**config.mk**
```make
export PLATFORM = sky130hd
export DESIGN_NAME = slot_array_priority_queue_flat
export DESIGN_NICKNAME = d
export VERILOG_FILES = /design/src/hdl/spaq_pkg.sv /design/src/hdl/spaq_in_if.sv /design/src/hdl/spaq_out_if.sv /design/src/hdl/spaq_ram.sv /design/src/hdl/spaq_ctrl.sv /design/src/hdl/slot_array_priority_queue.sv /design/src/flat_wrapper.sv
export SDC_FILE = /design/constraint.sdc
export NUM_CORES = 1
export LEC_CHECK = 0
export ABC_CLOCK_PERIOD_IN_PS = 9100
export BUFFER_PORTS_ARGS = -buffer_cell sky130_fd_sc_hd__buf_2
export CAP_MARGIN = 20
export CORE_UTILIZATION = 66
export CTS_BUF_LIST = sky130_fd_sc_hd__clkbuf_8
export CTS_CLUSTER_DIAMETER = 60
export DETAILED_ROUTE_END_ITERATION = 12
export HOLD_SLACK_MARGIN = 0.12
export PLACE_DENSITY = 0.83
export SLEW_MARGIN = 20
export SYNTH_ARGS = -nofsm -noshare
export SYNTH_HDL_FRONTEND = slang
export SYNTH_SLANG_ARGS = --single-unit
export TNS_END_PERCENT = 1
```
**constraint.sdc**
```tcl
create_clock -name clk -period 9.1 [get_ports clk]
set_input_delay 0.91 -clock clk [delete_from_list [all_inputs] [get_ports clk]]
set_output_delay 0.91 -clock clk [all_outputs]
set_load 0.02 [all_outputs]
```
**src/hdl/spaq_pkg.sv**
```systemverilog
// types, sizes and codes of the slot array priority queue
package spaq_pkg;

  localparam int SLOTS = 16;
  localparam int IDX_W = (SLOTS > 1) ? $clog2(SLOTS) : 1;
  localparam int CNT_W = $clog2(SLOTS + 1);
  localparam int VAL_W = 32;
  localparam int PRI_W = 16;

  typedef enum logic {
    OP_ENQ = 1'b0,
    OP_DEQ = 1'b1
  } op_t;

  typedef enum logic [1:0] {
    ST_OK    = 2'd0,
    ST_FULL  = 2'd1,
    ST_EMPTY = 2'd2
  } status_t;

  typedef enum logic [2:0] {
    S_IDLE,
    S_FREE,
    S_SCAN,
    S_LAST,
    S_DONE
  } state_t;

  // one slot as stored in the memory
  typedef struct packed {
    logic [PRI_W-1:0]        pri;
    logic signed [VAL_W-1:0] val;
  } slot_t;

  localparam int SLOT_W = $bits(slot_t);

  // memory access request from the sequencer
  typedef struct packed {
    logic             we;
    logic [IDX_W-1:0] waddr;
    slot_t            wdata;
    logic             re;
    logic [IDX_W-1:0] raddr;
  } ram_req_t;

  // finished result handed to the output register
  typedef struct packed {
    status_t                 status;
    logic signed [VAL_W-1:0] value;
  } res_t;

endpackage

```
**src/hdl/spaq_in_if.sv**
```systemverilog
// input channel of the slot array priority queue
interface spaq_in_if;
  import spaq_pkg::*;

  logic                    valid;
  logic                    ready;
  op_t                     opcode;
  logic signed [VAL_W-1:0] item_value;
  logic [PRI_W-1:0]        item_priority;

  modport source (output valid, opcode, item_value, item_priority, input ready);
  modport sink (input valid, opcode, item_value, item_priority, output ready);
endinterface

```
**src/hdl/spaq_out_if.sv**
```systemverilog
// result channel of the slot array priority queue
interface spaq_out_if;
  import spaq_pkg::*;

  logic                    valid;
  logic                    ready;
  status_t                 status;
  logic signed [VAL_W-1:0] out_value;

  modport source (output valid, status, out_value, input ready);
  modport sink (input valid, status, out_value, output ready);
endinterface

```
**src/hdl/spaq_ram.sv**
```systemverilog
// generic single-clock ram, one write and one registered read port
module spaq_ram #(
  parameter int DEPTH = 16,
  parameter int WIDTH = 48,
  parameter int AW    = (DEPTH > 1) ? $clog2(DEPTH) : 1
) (
  input  logic             clk,
  input  logic             we,
  input  logic [AW-1:0]    waddr,
  input  logic [WIDTH-1:0] wdata,
  input  logic             re,
  input  logic [AW-1:0]    raddr,
  output logic [WIDTH-1:0] rdata
);

  logic [WIDTH-1:0] mem [DEPTH];

  // write port
  always_ff @(posedge clk) begin
    if (we) begin
      mem[waddr] <= wdata;
    end
  end

  // registered read port
  always_ff @(posedge clk) begin
    if (re) begin
      rdata <= mem[raddr];
    end
  end

endmodule

```
**src/hdl/spaq_ctrl.sv**
```systemverilog
// sequencer: valid marks, free-slot search and priority scan over the slot memory
module spaq_ctrl (
  input  logic              clk,
  input  logic              rst_n,
  spaq_in_if.sink           in_ch,
  output spaq_pkg::ram_req_t ram_req,
  input  spaq_pkg::slot_t   rdata,
  output logic              res_valid,
  input  logic              res_ready,
  output spaq_pkg::res_t    res
);
  import spaq_pkg::*;

  state_t                  state_r, state_nxt;
  logic [IDX_W-1:0]        idx_r, idx_nxt;
  logic [SLOTS-1:0]        valid_r, valid_nxt;
  logic [CNT_W-1:0]        count_r, count_nxt;
  logic signed [VAL_W-1:0] val_r, val_nxt;
  logic [PRI_W-1:0]        pri_r, pri_nxt;
  logic                    rd_pend_r, rd_pend_nxt;
  logic                    rd_vld_r, rd_vld_nxt;
  logic [IDX_W-1:0]        rd_idx_r, rd_idx_nxt;
  logic                    have_best_r, have_best_nxt;
  logic [IDX_W-1:0]        best_idx_r, best_idx_nxt;
  logic [PRI_W-1:0]        best_pri_r, best_pri_nxt;
  logic signed [VAL_W-1:0] best_val_r, best_val_nxt;
  res_t                    res_r, res_nxt;
  logic                    upd;

  // control registers
  always_ff @(posedge clk) begin
    if (!rst_n) begin
      state_r     <= S_IDLE;
      valid_r     <= '0;
      count_r     <= '0;
      rd_pend_r   <= 1'b0;
      have_best_r <= 1'b0;
    end else begin
      state_r     <= state_nxt;
      valid_r     <= valid_nxt;
      count_r     <= count_nxt;
      rd_pend_r   <= rd_pend_nxt;
      have_best_r <= have_best_nxt;
    end
  end

  // payload registers
  always_ff @(posedge clk) begin
    idx_r      <= idx_nxt;
    val_r      <= val_nxt;
    pri_r      <= pri_nxt;
    rd_vld_r   <= rd_vld_nxt;
    rd_idx_r   <= rd_idx_nxt;
    best_idx_r <= best_idx_nxt;
    best_pri_r <= best_pri_nxt;
    best_val_r <= best_val_nxt;
    res_r      <= res_nxt;
  end

  // a slot read last cycle beats the best so far; ties keep the lower index
  assign upd = rd_pend_r && rd_vld_r && (!have_best_r || (rdata.pri > best_pri_r));

  // next state and outputs
  always_comb begin
    state_nxt     = state_r;
    idx_nxt       = idx_r;
    valid_nxt     = valid_r;
    count_nxt     = count_r;
    val_nxt       = val_r;
    pri_nxt       = pri_r;
    rd_pend_nxt   = 1'b0;
    rd_vld_nxt    = rd_vld_r;
    rd_idx_nxt    = rd_idx_r;
    have_best_nxt = have_best_r;
    best_idx_nxt  = best_idx_r;
    best_pri_nxt  = best_pri_r;
    best_val_nxt  = best_val_r;
    res_nxt       = res_r;
    ram_req       = '0;
    in_ch.ready   = 1'b0;
    res_valid     = 1'b0;

    if (upd) begin
      have_best_nxt = 1'b1;
      best_idx_nxt  = rd_idx_r;
      best_pri_nxt  = rdata.pri;
      best_val_nxt  = rdata.val;
    end

    case (state_r)
      S_IDLE: begin
        in_ch.ready = 1'b1;
        if (in_ch.valid) begin
          val_nxt       = in_ch.item_value;
          pri_nxt       = in_ch.item_priority;
          idx_nxt       = '0;
          have_best_nxt = 1'b0;
          if (in_ch.opcode == OP_ENQ) begin
            if (count_r == CNT_W'(SLOTS)) begin
              res_nxt.status = ST_FULL;
              res_nxt.value  = '0;
              state_nxt      = S_DONE;
            end else begin
              state_nxt = S_FREE;
            end
          end else begin
            if (count_r == '0) begin
              res_nxt.status = ST_EMPTY;
              res_nxt.value  = '0;
              state_nxt      = S_DONE;
            end else begin
              state_nxt = S_SCAN;
            end
          end
        end
      end

      // one valid mark per cycle until the first free slot
      S_FREE: begin
        if (!valid_r[idx_r]) begin
          ram_req.we        = 1'b1;
          ram_req.waddr     = idx_r;
          ram_req.wdata.pri = pri_r;
          ram_req.wdata.val = val_r;
          valid_nxt[idx_r]  = 1'b1;
          count_nxt         = count_r + CNT_W'(1);
          res_nxt.status    = ST_OK;
          res_nxt.value     = '0;
          state_nxt         = S_DONE;
        end else begin
          idx_nxt = idx_r + IDX_W'(1);
        end
      end

      // read one slot per cycle, compare it when its data returns
      S_SCAN: begin
        ram_req.re  = 1'b1;
        ram_req.raddr = idx_r;
        rd_pend_nxt = 1'b1;
        rd_idx_nxt  = idx_r;
        rd_vld_nxt  = valid_r[idx_r];
        if (idx_r == IDX_W'(SLOTS - 1)) begin
          state_nxt = S_LAST;
        end else begin
          idx_nxt = idx_r + IDX_W'(1);
        end
      end

      // last compare done in upd; free the winner
      S_LAST: begin
        if (upd) begin
          valid_nxt[rd_idx_r] = 1'b0;
          res_nxt.value       = rdata.val;
        end else begin
          valid_nxt[best_idx_r] = 1'b0;
          res_nxt.value         = best_val_r;
        end
        res_nxt.status = ST_OK;
        count_nxt      = count_r - CNT_W'(1);
        state_nxt      = S_DONE;
      end

      S_DONE: begin
        res_valid = 1'b1;
        if (res_ready) begin
          state_nxt = S_IDLE;
        end
      end

      default: begin
        state_nxt = S_IDLE;
      end
    endcase
  end

  assign res = res_r;

endmodule

```
**src/hdl/slot_array_priority_queue.sv**
```systemverilog
// slot array priority queue: enqueue to first free slot, dequeue highest priority
// a full enqueue or an empty dequeue goes straight to its result; an enqueue walks the
//   valid marks up to the first free slot, and a dequeue reads and compares every slot
// one item at a time, each held by the sequencer for the slot-by-slot walk
// the output register frees the sequencer, so the next item starts while a result waits
// reset (rst_n low, synchronous) clears all valid marks and the count; no clearing pass
module slot_array_priority_queue (
  input  logic      clk,
  input  logic      rst_n,
  spaq_in_if.sink   in_ch,
  spaq_out_if.source out_ch
);
  import spaq_pkg::*;

  ram_req_t ram_req;
  slot_t    rdata;
  logic     res_valid;
  logic     res_ready;
  res_t     res;

  logic                    out_valid_r;
  status_t                 out_status_r;
  logic signed [VAL_W-1:0] out_value_r;

  // sequencer
  spaq_ctrl u_ctrl (
    .clk       (clk),
    .rst_n     (rst_n),
    .in_ch     (in_ch),
    .ram_req   (ram_req),
    .rdata     (rdata),
    .res_valid (res_valid),
    .res_ready (res_ready),
    .res       (res)
  );

  // slot memory: priority and value of each slot
  spaq_ram #(
    .DEPTH (SLOTS),
    .WIDTH (SLOT_W)
  ) u_ram (
    .clk   (clk),
    .we    (ram_req.we),
    .waddr (ram_req.waddr),
    .wdata (ram_req.wdata),
    .re    (ram_req.re),
    .raddr (ram_req.raddr),
    .rdata (rdata)
  );

  // output register
  assign res_ready = !out_valid_r || out_ch.ready;

  always_ff @(posedge clk) begin
    if (!rst_n) begin
      out_valid_r <= 1'b0;
    end else if (res_ready) begin
      out_valid_r <= res_valid;
    end
  end

  always_ff @(posedge clk) begin
    if (res_valid && res_ready) begin
      out_status_r <= res.status;
      out_value_r  <= res.value;
    end
  end

  assign out_ch.valid     = out_valid_r;
  assign out_ch.status    = out_status_r;
  assign out_ch.out_value = out_value_r;

endmodule

```
**src/flat_wrapper.sv**
```systemverilog
// flat-port wrapper written by rule: the top's interface ports become plain ports
module slot_array_priority_queue_flat import spaq_pkg::*;
  (clk, rst_n, in_ch_valid, in_ch_opcode, in_ch_item_value, in_ch_item_priority, in_ch_ready, out_ch_valid, out_ch_status, out_ch_out_value, out_ch_ready);
  spaq_in_if in_ch_i ();
  spaq_out_if out_ch_i ();
  input  logic clk;
  input  logic rst_n;
  input wire logic [$bits(in_ch_i.valid)-1:0] in_ch_valid;
  input wire logic [$bits(in_ch_i.opcode)-1:0] in_ch_opcode;
  input wire logic [$bits(in_ch_i.item_value)-1:0] in_ch_item_value;
  input wire logic [$bits(in_ch_i.item_priority)-1:0] in_ch_item_priority;
  output wire logic [$bits(in_ch_i.ready)-1:0] in_ch_ready;
  output wire logic [$bits(out_ch_i.valid)-1:0] out_ch_valid;
  output wire logic [$bits(out_ch_i.status)-1:0] out_ch_status;
  output wire logic [$bits(out_ch_i.out_value)-1:0] out_ch_out_value;
  input wire logic [$bits(out_ch_i.ready)-1:0] out_ch_ready;
  assign in_ch_i.valid = in_ch_valid;
  assign in_ch_i.opcode = in_ch_opcode;
  assign in_ch_i.item_value = in_ch_item_value;
  assign in_ch_i.item_priority = in_ch_item_priority;
  assign in_ch_ready = in_ch_i.ready;
  assign out_ch_valid = out_ch_i.valid;
  assign out_ch_status = out_ch_i.status;
  assign out_ch_out_value = out_ch_i.out_value;
  assign out_ch_i.ready = out_ch_ready;
  slot_array_priority_queue u_core (.clk(clk), .rst_n(rst_n), .in_ch(in_ch_i), .out_ch(out_ch_i));
endmodule
```
==> run_results.csv <==
group,metric,value,unit
outcome,status,"complete, no violations",
power,intPower,7.208,mW
sta,slew_headroom,0.1763,
setup_path,start_kind,"flop",
sta,drv_slew,0,
placement,gp_congestion,0.9049,
cts,cts_buffer_depth,3,
layout,nNetsFinal,2424,
logic_synthesis,synth.yosys.seq_area_share,0.7689,
min_path,hp-class,"in -> reg",
power,clkPwrFrac,0.359,
route,drc,0,
sta,whs,0.2604,ns
logic_synthesis,synth-edff-count,961,
placement,postPlaceCellArea,40350,sq um
power,leakage,14.27,nW
cts,clockRootBuffer,"clkbuf_8",
power,power_density,218.6,nW/um^2
logic_synthesis,syn_area_per_cell,17.77,sq um
cts,htree_levels,4,
logic_synthesis,yosys-top-cells-area,"edfxtp_1 (74%), mux4_2 (7.3%), dfxtp_1 (3.0%)",
route,ant_nets,0,
global_route,grt_remaining_overflow,0,
setup_path,endpoint_kind,"flop",
cts,cts_sinks,1020,
route,first_iter_violations,2719,
sta,setup_viol,0,
power,seqPwrFrac,0.575,
route,wl_per_cell,28.14,microns
cts,cts_buffers,152,
route,firstDrtPassIters,6,
power,combPwrFrac,0.066,
setup_path,crit_arrival,5.34,ns
route,viasPerCell,6.774,
die,coreArea,58140,sq um
global_route,grt_usage,0.3104,
layout,area_growth,10.31,%
sta,worst_pin_slew,1.236,ns
cts,postCtsSetupRepairBufs,0,
global_route,grt_pass1_vias,21930,
placement,port_buffers,88,
placement,dp_slack,4.369,ns
die,io_pins,89,
logic_synthesis,synth_nets,2275,
sta,rsz0062_at_grt,"no",
logic_synthesis,yosys_most_used_dff,"edfxtp_1",
global_route,antenna_found_initial,2,
layout,drive_gt1_frac,0.1893,
logic_synthesis,ys_ff_latch,1020,
setup_path,required,9.65,ns
power,p_sw,2.214,mW
global_route,grt_first_pass_wirelength,133900,microns
logic_synthesis,netlist_area,39070,sq um
sta,finalCritPeriodShare,0.5264,
layout,final_cell_count_no_fill,3233,
power,switching_share,0.2350,
power,ir_drop,0.1621,mV
layout,utilization,0.7413,
cts,cts_tree,"done",
die,die_w,245.3,microns
layout,design_area,43100,sq um
sta,finalHoldViolations,0,
logic_synthesis,synth_async_sr_flop_share,0,
logic_synthesis,netlist_instances,2198,
die,die_y,245.3,microns
cts,cts.repair.resized,0,
power,finalPower,9.422,mW
logic_synthesis,synthDominantCellAreaShare,0.7386,
route,finalWirelength,90990,microns
logic_synthesis,synth.distinct_cells,58,
setup_path,crit_type,"reg -> reg",
cts,clkLatencyLatePin,0.82,ns
run,drv_cap,0,
setup_path,path_max_fanout,61,
die,start_util,0.6720,
sta,max_freq,208.7,MHz
route,routed-via-count,21900,
placement,dpl.hpwl,46350,microns
global_route,grt_max_degree,154,
logic_synthesis,yosys_warnings,0,
sta,clock_skew,0.03740,ns
die,floorplan.die_area,60170,sq um
sta,fin_tns_setup,0,ns
sta,fin_ws,4.309,ns
logic_synthesis,synth_area_leader_cell,"edfxtp_1",
cts,clk_transition_reported_paths,0.06,ns
placement,dp_cells,2958,
die,rows,88,
sta,fin_crit,4.791,ns
cts,ctsHoldBuffers,0,
## layout make-up
cell class                 count  area (sq um)
tap                          765         957.2
sequential                  1020         30040
timing repair buffer         124         723.2
clock inverter               113         526.8
fill                        3178         15040
multi-input combinational   1021          8521
clock buffer                 161          2216
antenna                        1         2.502
inverter                      28         112.6
## per-layer routing
| metal | vias up | share of wire | track usage |
|---|---|---|---|
| met5 | - | 0.00013 | 0 |
| met4 | 2 | 0.043 | 0.1535 |
| met3 | 291 | 0.12 | 0.08261 |
| met2 | 1659 | 0.48 | 0.4812 |
| met1 | 10890 | 0.36 | 0.4129 |
| li1 | 9053 | - | - |
## state kept, by name, summed over array words and instances, names as in the netlist
signal	count
u_core.u_ctrl.state_r	3
u_core.u_ctrl.best_idx_r	4
u_core.u_ctrl.rd_pend_r	1
u_core.u_ctrl.idx_r	4
u_core.u_ctrl.valid_r	16
u_core.u_ctrl.best_val_r	32
u_core.u_ram.mem	768
u_core.u_ctrl.have_best_r	1
u_core.u_ram.rdata	48
u_core.u_ctrl.res	34
u_core.out_ch.status	2
u_core.out_ch.valid	1
u_core.u_ctrl.val_r	32
u_core.u_ctrl.best_pri_r	16
u_core.u_ctrl.rd_idx_r	4
u_core.u_ctrl.rd_vld_r	1
u_core.out_ch.out_value	32
u_core.u_ctrl.pri_r	16
u_core.u_ctrl.count_r	5
## synth_stat cells (all sizes together), types with 3 or more instances
library cell and count:
nand4 7, a211oi 22, xnor2 5, edfxtp 961, inv 27, mux2i 99
o221ai 4, and3 5, dfxtp 59, nor2 78, buf 48, mux4 126
nor2b 15, clkbuf 81, o211ai 5, or4 3, a21o 8, o21ai 41
nor3 11, nand3b 3, a21oi 107, ha 23, nor3b 3, a31oi 18
nand2 163, and2 59, nor4 4, a221oi 63, nand3 97, o22ai 27
## critical path: stages, from the launching register on
cell,delay [ns]
dfxtp_1,0.53
or3_1,0.35
clkinv_4,0.71
nand2_8,0.91
buf_4,0.84
mux4_2,0.60
a221oi_1,0.33
nor2_1,0.11
## placed cells by master, fill, tap and decap left out, types with 57 or more instances in the layout
cell type | Yosys | routed
a21oi_1 | 107 | 107
a221oi_1 | 63 | 63
and2_1 | 59 | 57
buf_2 | 34 | 88
clkbuf_8 | 0 | 161
dfxtp_1 | 59 | 59
edfxtp_1 | 961 | 961
inv_1 | 25 | 80
mux2i_1 | 98 | 98
mux4_2 | 126 | 126
nand2_1 | 162 | 159
nand3_1 | 97 | 97
nor2_1 | 77 | 62
## final timing paths
check	from	to	slack [ns]	depth (start not counted)
max reg2reg	u_core.u_ctrl.state_r[2]	u_core.u_ram.rdata[11]	4.31	7
min reg2reg	u_core.u_ctrl.res[0]	u_core.out_ch.out_value[0]	0.42	0
min	in_ch_item_priority[8]	u_core.u_ctrl.pri_r[8]	0.26	1
max	u_core.u_ctrl.state_r[2]	u_core.u_ram.rdata[11]	4.31	7
## power groups by stage
stage	sequential, mW	clock, mW	combinational (mW)
floorplan	5.49	0	0.406
global placement	5.50	0	0.584
detailed placement	5.52	0	0.613
CTS	5.42	3.42	0.616
global route	5.43	3.61	0.659
finish	5.42	3.38	0.621
## kinds of logic (layout without fill, tap and decap cells)
group,count (synthesis),count (layout),synth area share
DFF,1020,1020,0.7689
and+or+nand+nor,454,454,0.05480
AOI/OAI and AO/OA,312,312,0.05153
muxes,225,225,0.09809
buffers and inverters,157,426,0.01749
adders and majority gates,24,24,0.007878
xor gates and xnor gates,6,6,0.001345
other,0,1,0
(Power assumes the default switching activity.)
